**config.mk**
```make
export PLATFORM = sky130hd
export DESIGN_NAME = modular_power
export DESIGN_NICKNAME = d
export VERILOG_FILES = /design/src/hdl/mp_pkg.sv /design/src/hdl/mp_serial_mul.sv /design/src/hdl/modular_power.sv
export SDC_FILE = /design/constraint.sdc
export NUM_CORES = 2
export LEC_CHECK = 0
export BUFFER_PORTS_ARGS = -buffer_cell sky130_fd_sc_hd__buf_2
export CAP_MARGIN = 20
export CORE_ASPECT_RATIO = 1.1
export CORE_MARGIN = 2
export CORE_UTILIZATION = 43
export DETAILED_ROUTE_END_ITERATION = 8
export HOLD_SLACK_MARGIN = 0.06
export PLACE_DENSITY = 0.6
export SLEW_MARGIN = 0
export SYNTH_ARGS = -nofsm -noshare
export SYNTH_HDL_FRONTEND = slang
export SYNTH_HIERARCHICAL = 1
export SYNTH_SLANG_ARGS = --single-unit
```
**constraint.sdc**
```tcl
create_clock -name clk -period 7.81 [get_ports clk]
set_input_delay 0 -clock clk [delete_from_list [all_inputs] [get_ports clk]]
set_output_delay 0 -clock clk [all_outputs]
set_load 0.01 [all_outputs]
```
**src/hdl/mp_pkg.sv**
```systemverilog
// shared constants and types for the modular power block
package mp_pkg;

	localparam int WORD_BITS_DEF = 64;
	localparam int FIELD_W       = 64;
	localparam int CFG_DATA_W    = 64;
	localparam int PADDR_W       = 4;

	localparam logic [CFG_DATA_W-1:0] MODULUS_RESET = 64'd1000000007;

	// register index taken from paddr[3]
	localparam logic REG_MODULUS = 1'b0;
	localparam logic REG_WRAP    = 1'b1;

	typedef struct packed {
		logic start;
		logic wrap;
	} mul_ctl_t;

endpackage

```
**src/hdl/mp_serial_mul.sv**
```systemverilog
// bit-serial multiplier: r = a * b mod m, or mod 2^W in wrap mode, one bit of b per cycle
module mp_serial_mul #(
	parameter int W = mp_pkg::WORD_BITS_DEF
) (
	input  logic            clk,
	input  logic            arst_n,
	input  mp_pkg::mul_ctl_t ctl,
	input  logic [W-1:0]    modulus,
	input  logic [W-1:0]    a_in,
	input  logic [W-1:0]    b_in,
	output logic [W-1:0]    r,
	output logic            done
);
	import mp_pkg::*;

	localparam int CW = $clog2(W + 1);

	logic [W-1:0]  a_q;
	logic [W-1:0]  b_q;
	logic [W-1:0]  r_q;
	logic [CW-1:0] cnt_q;
	logic          busy_q;
	logic          done_q;
	logic          wrap_q;

	logic [W+1:0]  t;
	logic [W+1:0]  m1;
	logic [W+1:0]  m2;
	logic [W-1:0]  r_nxt;

	// double, add the partial product, then fold back below the modulus
	always_comb begin
		t  = {1'b0, r_q, 1'b0} + (b_q[W-1] ? {2'b00, a_q} : '0);
		m1 = {2'b00, modulus};
		m2 = {1'b0, modulus, 1'b0};
		if (wrap_q) begin
			r_nxt = t[W-1:0];
		end else if (t >= m2) begin
			r_nxt = W'(t - m2);
		end else if (t >= m1) begin
			r_nxt = W'(t - m1);
		end else begin
			r_nxt = t[W-1:0];
		end
	end

	always_ff @(posedge clk or negedge arst_n) begin
		if (!arst_n) begin
			busy_q <= 1'b0;
			done_q <= 1'b0;
			cnt_q  <= '0;
		end else begin
			done_q <= 1'b0;
			if (ctl.start && !busy_q) begin
				busy_q <= 1'b1;
				cnt_q  <= CW'(W);
			end else if (busy_q) begin
				cnt_q <= cnt_q - 1'b1;
				if (cnt_q == CW'(1)) begin
					busy_q <= 1'b0;
					done_q <= 1'b1;
				end
			end
		end
	end

	always_ff @(posedge clk) begin
		if (ctl.start && !busy_q) begin
			a_q    <= a_in;
			b_q    <= b_in;
			r_q    <= '0;
			wrap_q <= ctl.wrap;
		end else if (busy_q) begin
			r_q <= r_nxt;
			b_q <= {b_q[W-2:0], 1'b0};
		end
	end

	assign r    = r_q;
	assign done = done_q;

endmodule

```
**src/hdl/modular_power.sv**
```systemverilog
// modular power top level: right-to-left square and multiply over two serial multipliers
// sequence: the base is reduced first, then one square-and-multiply round runs per exponent
// bit up to the highest set bit, then the result is posted
// throughput: one item at a time, set by the bit-serial multipliers (one bit of b a cycle),
// squaring and multiply of a round side by side; a stalled result holds back the next one
// reset: asynchronous, modulus 1000000007, modular mode, idle with no result pending
module modular_power #(
	parameter int WORD_BITS = mp_pkg::WORD_BITS_DEF
) (
	input  logic                             clk,
	input  logic                             arst_n,
	input  logic                             in_valid,
	output logic                             in_stall,
	input  logic [mp_pkg::FIELD_W-1:0]       base_value,
	input  logic [mp_pkg::FIELD_W-1:0]       exponent,
	output logic                             out_valid,
	input  logic                             out_stall,
	output logic [mp_pkg::FIELD_W-1:0]       power_result,
	input  logic                             psel,
	input  logic                             penable,
	input  logic                             pwrite,
	input  logic [mp_pkg::PADDR_W-1:0]       paddr,
	input  logic [mp_pkg::CFG_DATA_W-1:0]    pwdata,
	output logic [mp_pkg::CFG_DATA_W-1:0]    prdata,
	output logic                             pready
);
	import mp_pkg::*;

	localparam int W = WORD_BITS;

	localparam logic [2:0] ST_IDLE   = 3'd0;
	localparam logic [2:0] ST_RED    = 3'd1;
	localparam logic [2:0] ST_LAUNCH = 3'd2;
	localparam logic [2:0] ST_RUN    = 3'd3;
	localparam logic [2:0] ST_DONE   = 3'd4;

	logic [2:0]            state_q;
	logic [CFG_DATA_W-1:0] modulus_q;
	logic                  wrap_q;
	logic [W-1:0]          acc_q;
	logic [W-1:0]          sq_q;
	logic [W-1:0]          exp_q;
	logic [FIELD_W-1:0]    result_q;
	logic                  out_valid_q;

	logic [W-1:0] m_w;
	logic         wrap_eff;
	logic         in_acc;
	logic         cfg_wr;
	logic         res_load;
	mul_ctl_t     ctl0;
	mul_ctl_t     ctl1;
	logic [W-1:0] a0;
	logic [W-1:0] b0;
	logic [W-1:0] r0;
	logic [W-1:0] r1;
	logic         done0;
	logic         done1;

	assign pready = 1'b1;
	assign cfg_wr = psel && penable && pwrite;
	assign prdata = (paddr[3] == REG_WRAP) ? CFG_DATA_W'(wrap_q) : modulus_q;

	always_ff @(posedge clk or negedge arst_n) begin
		if (!arst_n) begin
			modulus_q <= MODULUS_RESET;
			wrap_q    <= 1'b0;
		end else if (cfg_wr) begin
			if (paddr[3] == REG_WRAP) begin
				wrap_q <= pwdata[0];
			end else begin
				modulus_q <= pwdata;
			end
		end
	end

	// zero modulus falls back to wrap mode
	assign m_w      = modulus_q[W-1:0];
	assign wrap_eff = wrap_q || (m_w == '0);

	assign in_stall = (state_q != ST_IDLE);
	assign in_acc   = in_valid && !in_stall;

	assign res_load = (state_q == ST_DONE) && (!out_valid_q || !out_stall);

	// first pass reduces the base as 1 * base
	assign a0 = (state_q == ST_IDLE) ? W'(1) : acc_q;
	assign b0 = (state_q == ST_IDLE) ? base_value[W-1:0] : sq_q;

	always_comb begin
		ctl0.start = in_acc || (state_q == ST_LAUNCH);
		ctl0.wrap  = wrap_eff;
		ctl1.start = (state_q == ST_LAUNCH);
		ctl1.wrap  = wrap_eff;
	end

	mp_serial_mul #(.W(W)) u_mul_acc (
		.clk     (clk),
		.arst_n  (arst_n),
		.ctl     (ctl0),
		.modulus (m_w),
		.a_in    (a0),
		.b_in    (b0),
		.r       (r0),
		.done    (done0)
	);

	mp_serial_mul #(.W(W)) u_mul_sq (
		.clk     (clk),
		.arst_n  (arst_n),
		.ctl     (ctl1),
		.modulus (m_w),
		.a_in    (sq_q),
		.b_in    (sq_q),
		.r       (r1),
		.done    (done1)
	);

	always_ff @(posedge clk or negedge arst_n) begin
		if (!arst_n) begin
			state_q     <= ST_IDLE;
			out_valid_q <= 1'b0;
		end else begin
			if (res_load) begin
				out_valid_q <= 1'b1;
			end else if (!out_stall) begin
				out_valid_q <= 1'b0;
			end
			unique case (state_q)
				ST_IDLE: begin
					if (in_acc) begin
						state_q <= ST_RED;
					end
				end
				ST_RED: begin
					if (done0) begin
						state_q <= (exp_q == '0) ? ST_DONE : ST_LAUNCH;
					end
				end
				ST_LAUNCH: begin
					state_q <= ST_RUN;
				end
				ST_RUN: begin
					if (done0 && done1) begin
						state_q <= (exp_q[W-1:1] == '0) ? ST_DONE : ST_LAUNCH;
					end
				end
				ST_DONE: begin
					if (res_load) begin
						state_q <= ST_IDLE;
					end
				end
				default: begin
					state_q <= ST_IDLE;
				end
			endcase
		end
	end

	always_ff @(posedge clk) begin
		if (in_acc) begin
			exp_q <= exponent[W-1:0];
			acc_q <= W'(1);
		end
		if (state_q == ST_RED && done0) begin
			sq_q <= r0;
		end
		if (state_q == ST_RUN && done0 && done1) begin
			if (exp_q[0]) begin
				acc_q <= r0;
			end
			sq_q  <= r1;
			exp_q <= exp_q >> 1;
		end
		if (res_load) begin
			result_q <= FIELD_W'(acc_q);
		end
	end

	assign out_valid    = out_valid_q;
	assign power_result = result_q;

endmodule

```
Word-level counts from Yosys, hierarchy flattened
Index checks and enable logic that the tools add are counted. W data, S select, Z words.

Equality and inequality tests: 11. Bitwise logic cells: 1. Magnitude comparators: 4. Reduce and logical (&&, ||, !) cells: 30. Add/sub/neg operators: 8. Multiplexer cells: 46.

Operator list (number): $mux W64 (19); $sub A64 B64 Y64 (4); $add A65 B64 Y66 (2); $ge A66 B64 Y1 (2); $ge A66 B65 Y1 (2); $logic_not A64 Y1 (2); $mux W63 (2); $logic_not A63 Y1 (1); $mux W7 (4); $mux W3 (6); $pmux W3 S5 (1); $eq A7 B1 Y1 const B (2); $mux W1 (14); $sub A7 B1 Y7 const B (2); $logic_and A1 B1 Y1 (10); $reduce_bool A2 Y1 (4); $eq A3 B2 Y1 const B (2); $ne A2 B2 Y1 const B (3); $logic_not A1 Y1 (5); $ne A2 B1 Y1 const B (2); $reduce_and A2 Y1 (2); $reduce_and A4 Y1 (1); $eq A3 B1 Y1 const B (1); $eq A3 B3 Y1 const B (1); other kinds (4) (6).

Input port bits: 203. Register bits: 729. Word-level logic and storage cells: 123.

Longest topological paths before layout
Depth in word-level cells: 6. Gate-level depth with buffers: 32.

Hierarchy
Netlist, hierarchy kept.

Modules (own cells, without submodules): mp_serial_mul (u_mul_sq) (cells each 2605, times used 1, area each 20440.9 um^2); mp_serial_mul (u_mul_acc) (cells each 2564, times used 1, area each 20051.7 um^2); modular_power (cells each 1043, times used 1, area each 14501.4 um^2).

Worst setup path after synthesis
No wires, ideal clock.

Path type: flip-flop to flip-flop. From: reg u_mul_sq.b_q[63]. To: reg u_mul_sq.r_q[63] (netlist: u_mul_sq/r[63]). Arrival time: 6.291 ns. Clock period less this slack: 6.408 ns. Slack: 1.402 ns. Stages on the path, launching flop included: 31. Data required time: 7.693 ns. Library setup time: 0.117 ns. Path through: edfxtp_1 > clkbuf_1 > clkbuf_1 > and2_1 > ha_1 > inv_1 > fa_1 > nand2b_1 > a21o_1 > a21o_1 > o21ai_0 > nand4_1 > o31ai_1 > a221o_1 > a21oi_1 > xnor2_1 > ha_1 > buf_2 > a2111oi_0 > o221ai_1 > nor3b_1 > o21ai_1 > a31oi_1 > a2111oi_1 > o211a_4 > nor2b_4 > buf_6 > nand2b_1 > buf_6 > o32a_1 > a22o_1.

Longest elaborated chain between the ends: 6. Elaborated cells between the ends (all ways): 9.

RTL lines: start: declaration (RTL line mp_serial_mul.sv:19) `logic [W-1:0] b_q;`; start signal: assignment (RTL line mp_serial_mul.sv:70) `b_q <= b_in;`; start signal: assignment (RTL line mp_serial_mul.sv:75) `b_q <= {b_q[W-2:0], 1'b0};`; $mux W64 * (RTL line mp_serial_mul.sv:33) `t = {1'b0, r_q, 1'b0} + (b_q[W-1] ? {2'b00, a_q} : '0);`; $add A65 B64 Y66 * (RTL line mp_serial_mul.sv:33); $sub A64 B64 Y64 or $ge A66 B64 Y1 (tied branches) (RTL line mp_serial_mul.sv:41, mp_serial_mul.sv:40); $mux W64 (RTL line mp_serial_mul.sv:40) `end else if (t >= m1) begin`; $mux W64 (RTL line mp_serial_mul.sv:38) `end else if (t >= m2) begin`; $mux W64 * (RTL line mp_serial_mul.sv:36) `if (wrap_q) begin`; end signal: assignment (RTL line mp_serial_mul.sv:74) `r_q <= r_nxt;`; end: declaration (RTL line mp_serial_mul.sv:20) `logic [W-1:0] r_q;`.

Every way passes the cells marked *; elsewhere a longest branch is shown, timed or not. A chain may end at the register's enable or synchronous reset.

Worst setup path after layout
From: reg u_mul_sq.b_q[63]. To: reg u_mul_sq.r_q[51] (netlist: u_mul_sq/r[51]).

The elaborated chain is that of the path after synthesis.

==> flow_metrics.env <==
export IMPL_p_leak_nw=28.0
export IMPL_synth_area_leaders="edfxtp_1 25%, ha_1 8.8%, dfxtp_1 7.0%"
export IMPL_outcome="finished, final reports clean"
export IMPL_path_clk_slew_ns=0.06
export IMPL_drtAntennaViolNets=0
export IMPL_synthCells=6212
export IMPL_met1_length_um=93500
export IMPL_grt_max_degree=78
export IMPL_fin_crit_ns=7.50
export IMPL_start_util=0.434
export IMPL_yosys_warnings=6
export IMPL_drive_above_1_share=0.165
export IMPL_worstHoldPathType="input pin to flop"
export IMPL_worstPathRequired_ns=8.38
export IMPL_place_hpwl_um=201000
export IMPL_setup_viol=0
export IMPL_wl_per_cell_um=29.4
export IMPL_first_pass_iters=8
export IMPL_cpMostUsedCell="buf_4"
export IMPL_tightest_slew_ns=1.24
export IMPL_hold_viol=0
export IMPL_pin_count=334
export IMPL_grt_total_usage=0.377
export IMPL_cts_tree="done"
export IMPL_wirelength_um=253000
export IMPL_post_synth_cell_area_avg_sq_um=8.85
export IMPL_path_class="flop to flop"
export IMPL_syn_cell_area_sq_um=55000
export IMPL_fin_nets=7449
export IMPL_synth_enable_flop_cells=449
export IMPL_dp_slack_ns=0.0559
export IMPL_worstPathMaxFanout=22
export IMPL_clkLatencyLatePin_ns=0.73
export IMPL_first_global_vias=51123
export IMPL_peakVddDrop_mv=0.195
export IMPL_rsz0062_at_grt="no"
export IMPL_place_congestion=1.10
export IMPL_startpoint_type="flop"
export IMPL_yosysSeqAreaShare=0.355
export IMPL_finClkSkew_ns=0.0472
export IMPL_finalMaxSlewViolations=0
export IMPL_dp_cells=8187
export IMPL_clockBufferDepth=3
export IMPL_crit_path_top_delay_cell="a2111oi_2"
export IMPL_critPathMaxStageDelay_ns=0.51
export IMPL_grt_overflow=0
export IMPL_met2WireLength_um=117000
export IMPL_synth_async_sr_flop_share=0.119
export IMPL_port_buffers=329
export IMPL_period_share=0.960
export IMPL_area_growth_syn_to_layout_pct=18.4
export IMPL_drc_errors=0
export IMPL_synth_most_common_cell="nand2_1"
export IMPL_tns_ns=0
export IMPL_grt_pass1_wl_um=355000
export IMPL_root_buffer="clkbuf_16"
export IMPL_power_density_nw_per_um2=326
export IMPL_cts_htree_levels=3
export IMPL_fin_ws_ns=0.309
export IMPL_vias_per_cell=6.11
export IMPL_final_cells=8599
export IMPL_slew_headroom=0.169
export IMPL_cts_inserted_buffers=84
export IMPL_synthTopCellsByCount="961 x nand2_1, 500 x a21oi_1, 449 x edfxtp_1"
export IMPL_num_vias=52504
export IMPL_critical_path_arrival_ns=8.07
export IMPL_die_w_um=345
export IMPL_crit_path_end_kind="flop"
export IMPL_synthFlopType="edfxtp_1"
export IMPL_antenna_found_initial=32
export IMPL_synth_seq_cells=729
export IMPL_synth_top_area_frac=0.245
export IMPL_fp_row_count=137
export IMPL_die_h_um=379
export IMPL_dieArea_sq_um=131000
export IMPL_yosys_cell_types_count=118
export IMPL_fmax_mhz=133
export IMPL_top_layer_used="met5"
export IMPL_synthesis_nets=6807
export IMPL_drv_cap=0
export IMPL_core_area_sq_um=127000
export IMPL_synth_area_leader_cell="edfxtp_1"
export IMPL_drtIter0Drc=5310
export IMPL_dr_wl_met3_um=15000
export IMPL_cts_sinks=729
## kinds of logic (layout without fill, tap and decap cells)
| group | count (synthesis) | count (layout) | synth area share |
|---|---|---|---|
| XOR/XNOR | 356 | 356 | 0.0567 |
| buffers and inverters | 604 | 1318 | 0.0468 |
| flip-flops | 729 | 729 | 0.355 |
| other | 1 | 6 | 0.0000682 |
| AO/OA/AOI/OAI | 1771 | 1771 | 0.208 |
| adder cells (fa/ha/maj) | 392 | 392 | 0.0900 |
| AND/OR/NAND/NOR | 2091 | 2091 | 0.181 |
| multiplexers | 268 | 268 | 0.0620 |
## what timing repair did
action,4_1_cts,5_1_grt
hold buffers,248,0
gates resized for setup,1,3
pin swaps,0,0
endpoints found under the setup margin,1,76
setup buffers,0,1
endpoints found under the hold margin,289,0
## final timing paths
| kind | from | end | slack [ns] | depth (start not counted) |
|---|---|---|---|---|
| setup / recovery | u_mul_sq/b_q[63] | u_mul_sq/r[51] | 0.31 | 26 |
| hold / removal | pwdata[1] | m_w[1] | 0.08 | 3 |
| setup reg to reg | u_mul_sq/b_q[63] | u_mul_sq/r[51] | 0.31 | 26 |
| hold reg to reg | acc_q[37] | power_result[37] | 0.45 | 0 |
| max in group asynchronous | arst_n | u_mul_sq/busy_q | 6.36 | 4 |
| min in group asynchronous | arst_n | m_w[28] | 0.51 | 3 |
## sequential cells by signal, summed over array words and instances (netlist names), 3 cells and up
| register | cells |
|---|---|
| u_mul_acc/cnt_q | 7 |
| u_mul_acc/r | 64 |
| sq_q | 64 |
| state_q | 3 |
| acc_q | 64 |
| u_mul_sq/b_q | 64 |
| u_mul_sq/a_q | 64 |
| u_mul_acc/b_q | 64 |
| exp_q | 64 |
| power_result | 64 |
| u_mul_sq/cnt_q | 7 |
| m_w | 64 |
| u_mul_sq/r | 64 |
| u_mul_acc/a_q | 64 |
## routing by layer
metal	GRT usage	up-vias
li1	-	23905
met4	0.339	32
met3	0.0526	787
met2	0.616	2328
met5	0	-
met1	0.427	25452
## placed cells by master (no fill, tap or decap), drive strengths merged, types with 247 or more instances in the layout
cell / count
nor2: 287
o21ai: 392
a21oi: 502
nand2: 964
buf: 642
dlygate4sd3: 247
mux2: 257
ha: 386
edfxtp: 449
inv: 274
## area by class of cell
| type | instances | area (sq um) |
|---|---|---|
| Fill cell | 11911 | 61700 |
| Multi-Input combinational cell | 4879 | 32900 |
| Sequential cell | 729 | 19500 |
| Timing Repair Buffer | 889 | 6610 |
| Clock buffer | 114 | 2300 |
| Tap cell | 1668 | 2090 |
| Inverter | 271 | 1020 |
| Clock inverter | 44 | 629 |
| Antenna cell | 5 | 12.5 |
## power breakdown
group          internal, mW  switching, mW
combinational          4.30           7.49
sequential             4.44          0.768
clock                  2.41           1.84
## metrics by stage
stage           util  hold slack (ns)  area (sq um)  power, mW
5_1_grt        0.513           0.0818         65100       22.0
3_3_place_gp   0.470          -0.0217         59700       16.6
4_1_cts        0.513           0.0601         65100       20.9
6_report       0.514           0.0777         65100       21.2
3_5_place_dp   0.470          -0.0158         59700       16.5
2_1_floorplan      -           -0.296         55000       11.6
## worst max-delay path: cells and delay by family (launching register included)
family          cells  cell delay, ns
compound gates      9            2.42
xor+xnor            1            0.44
fa+ha+maj           2            0.75
buf+inv             4            0.90
flops               1            0.44
simple gates       10            2.40
No activity file was read; power rests on OpenSTA's default activity.
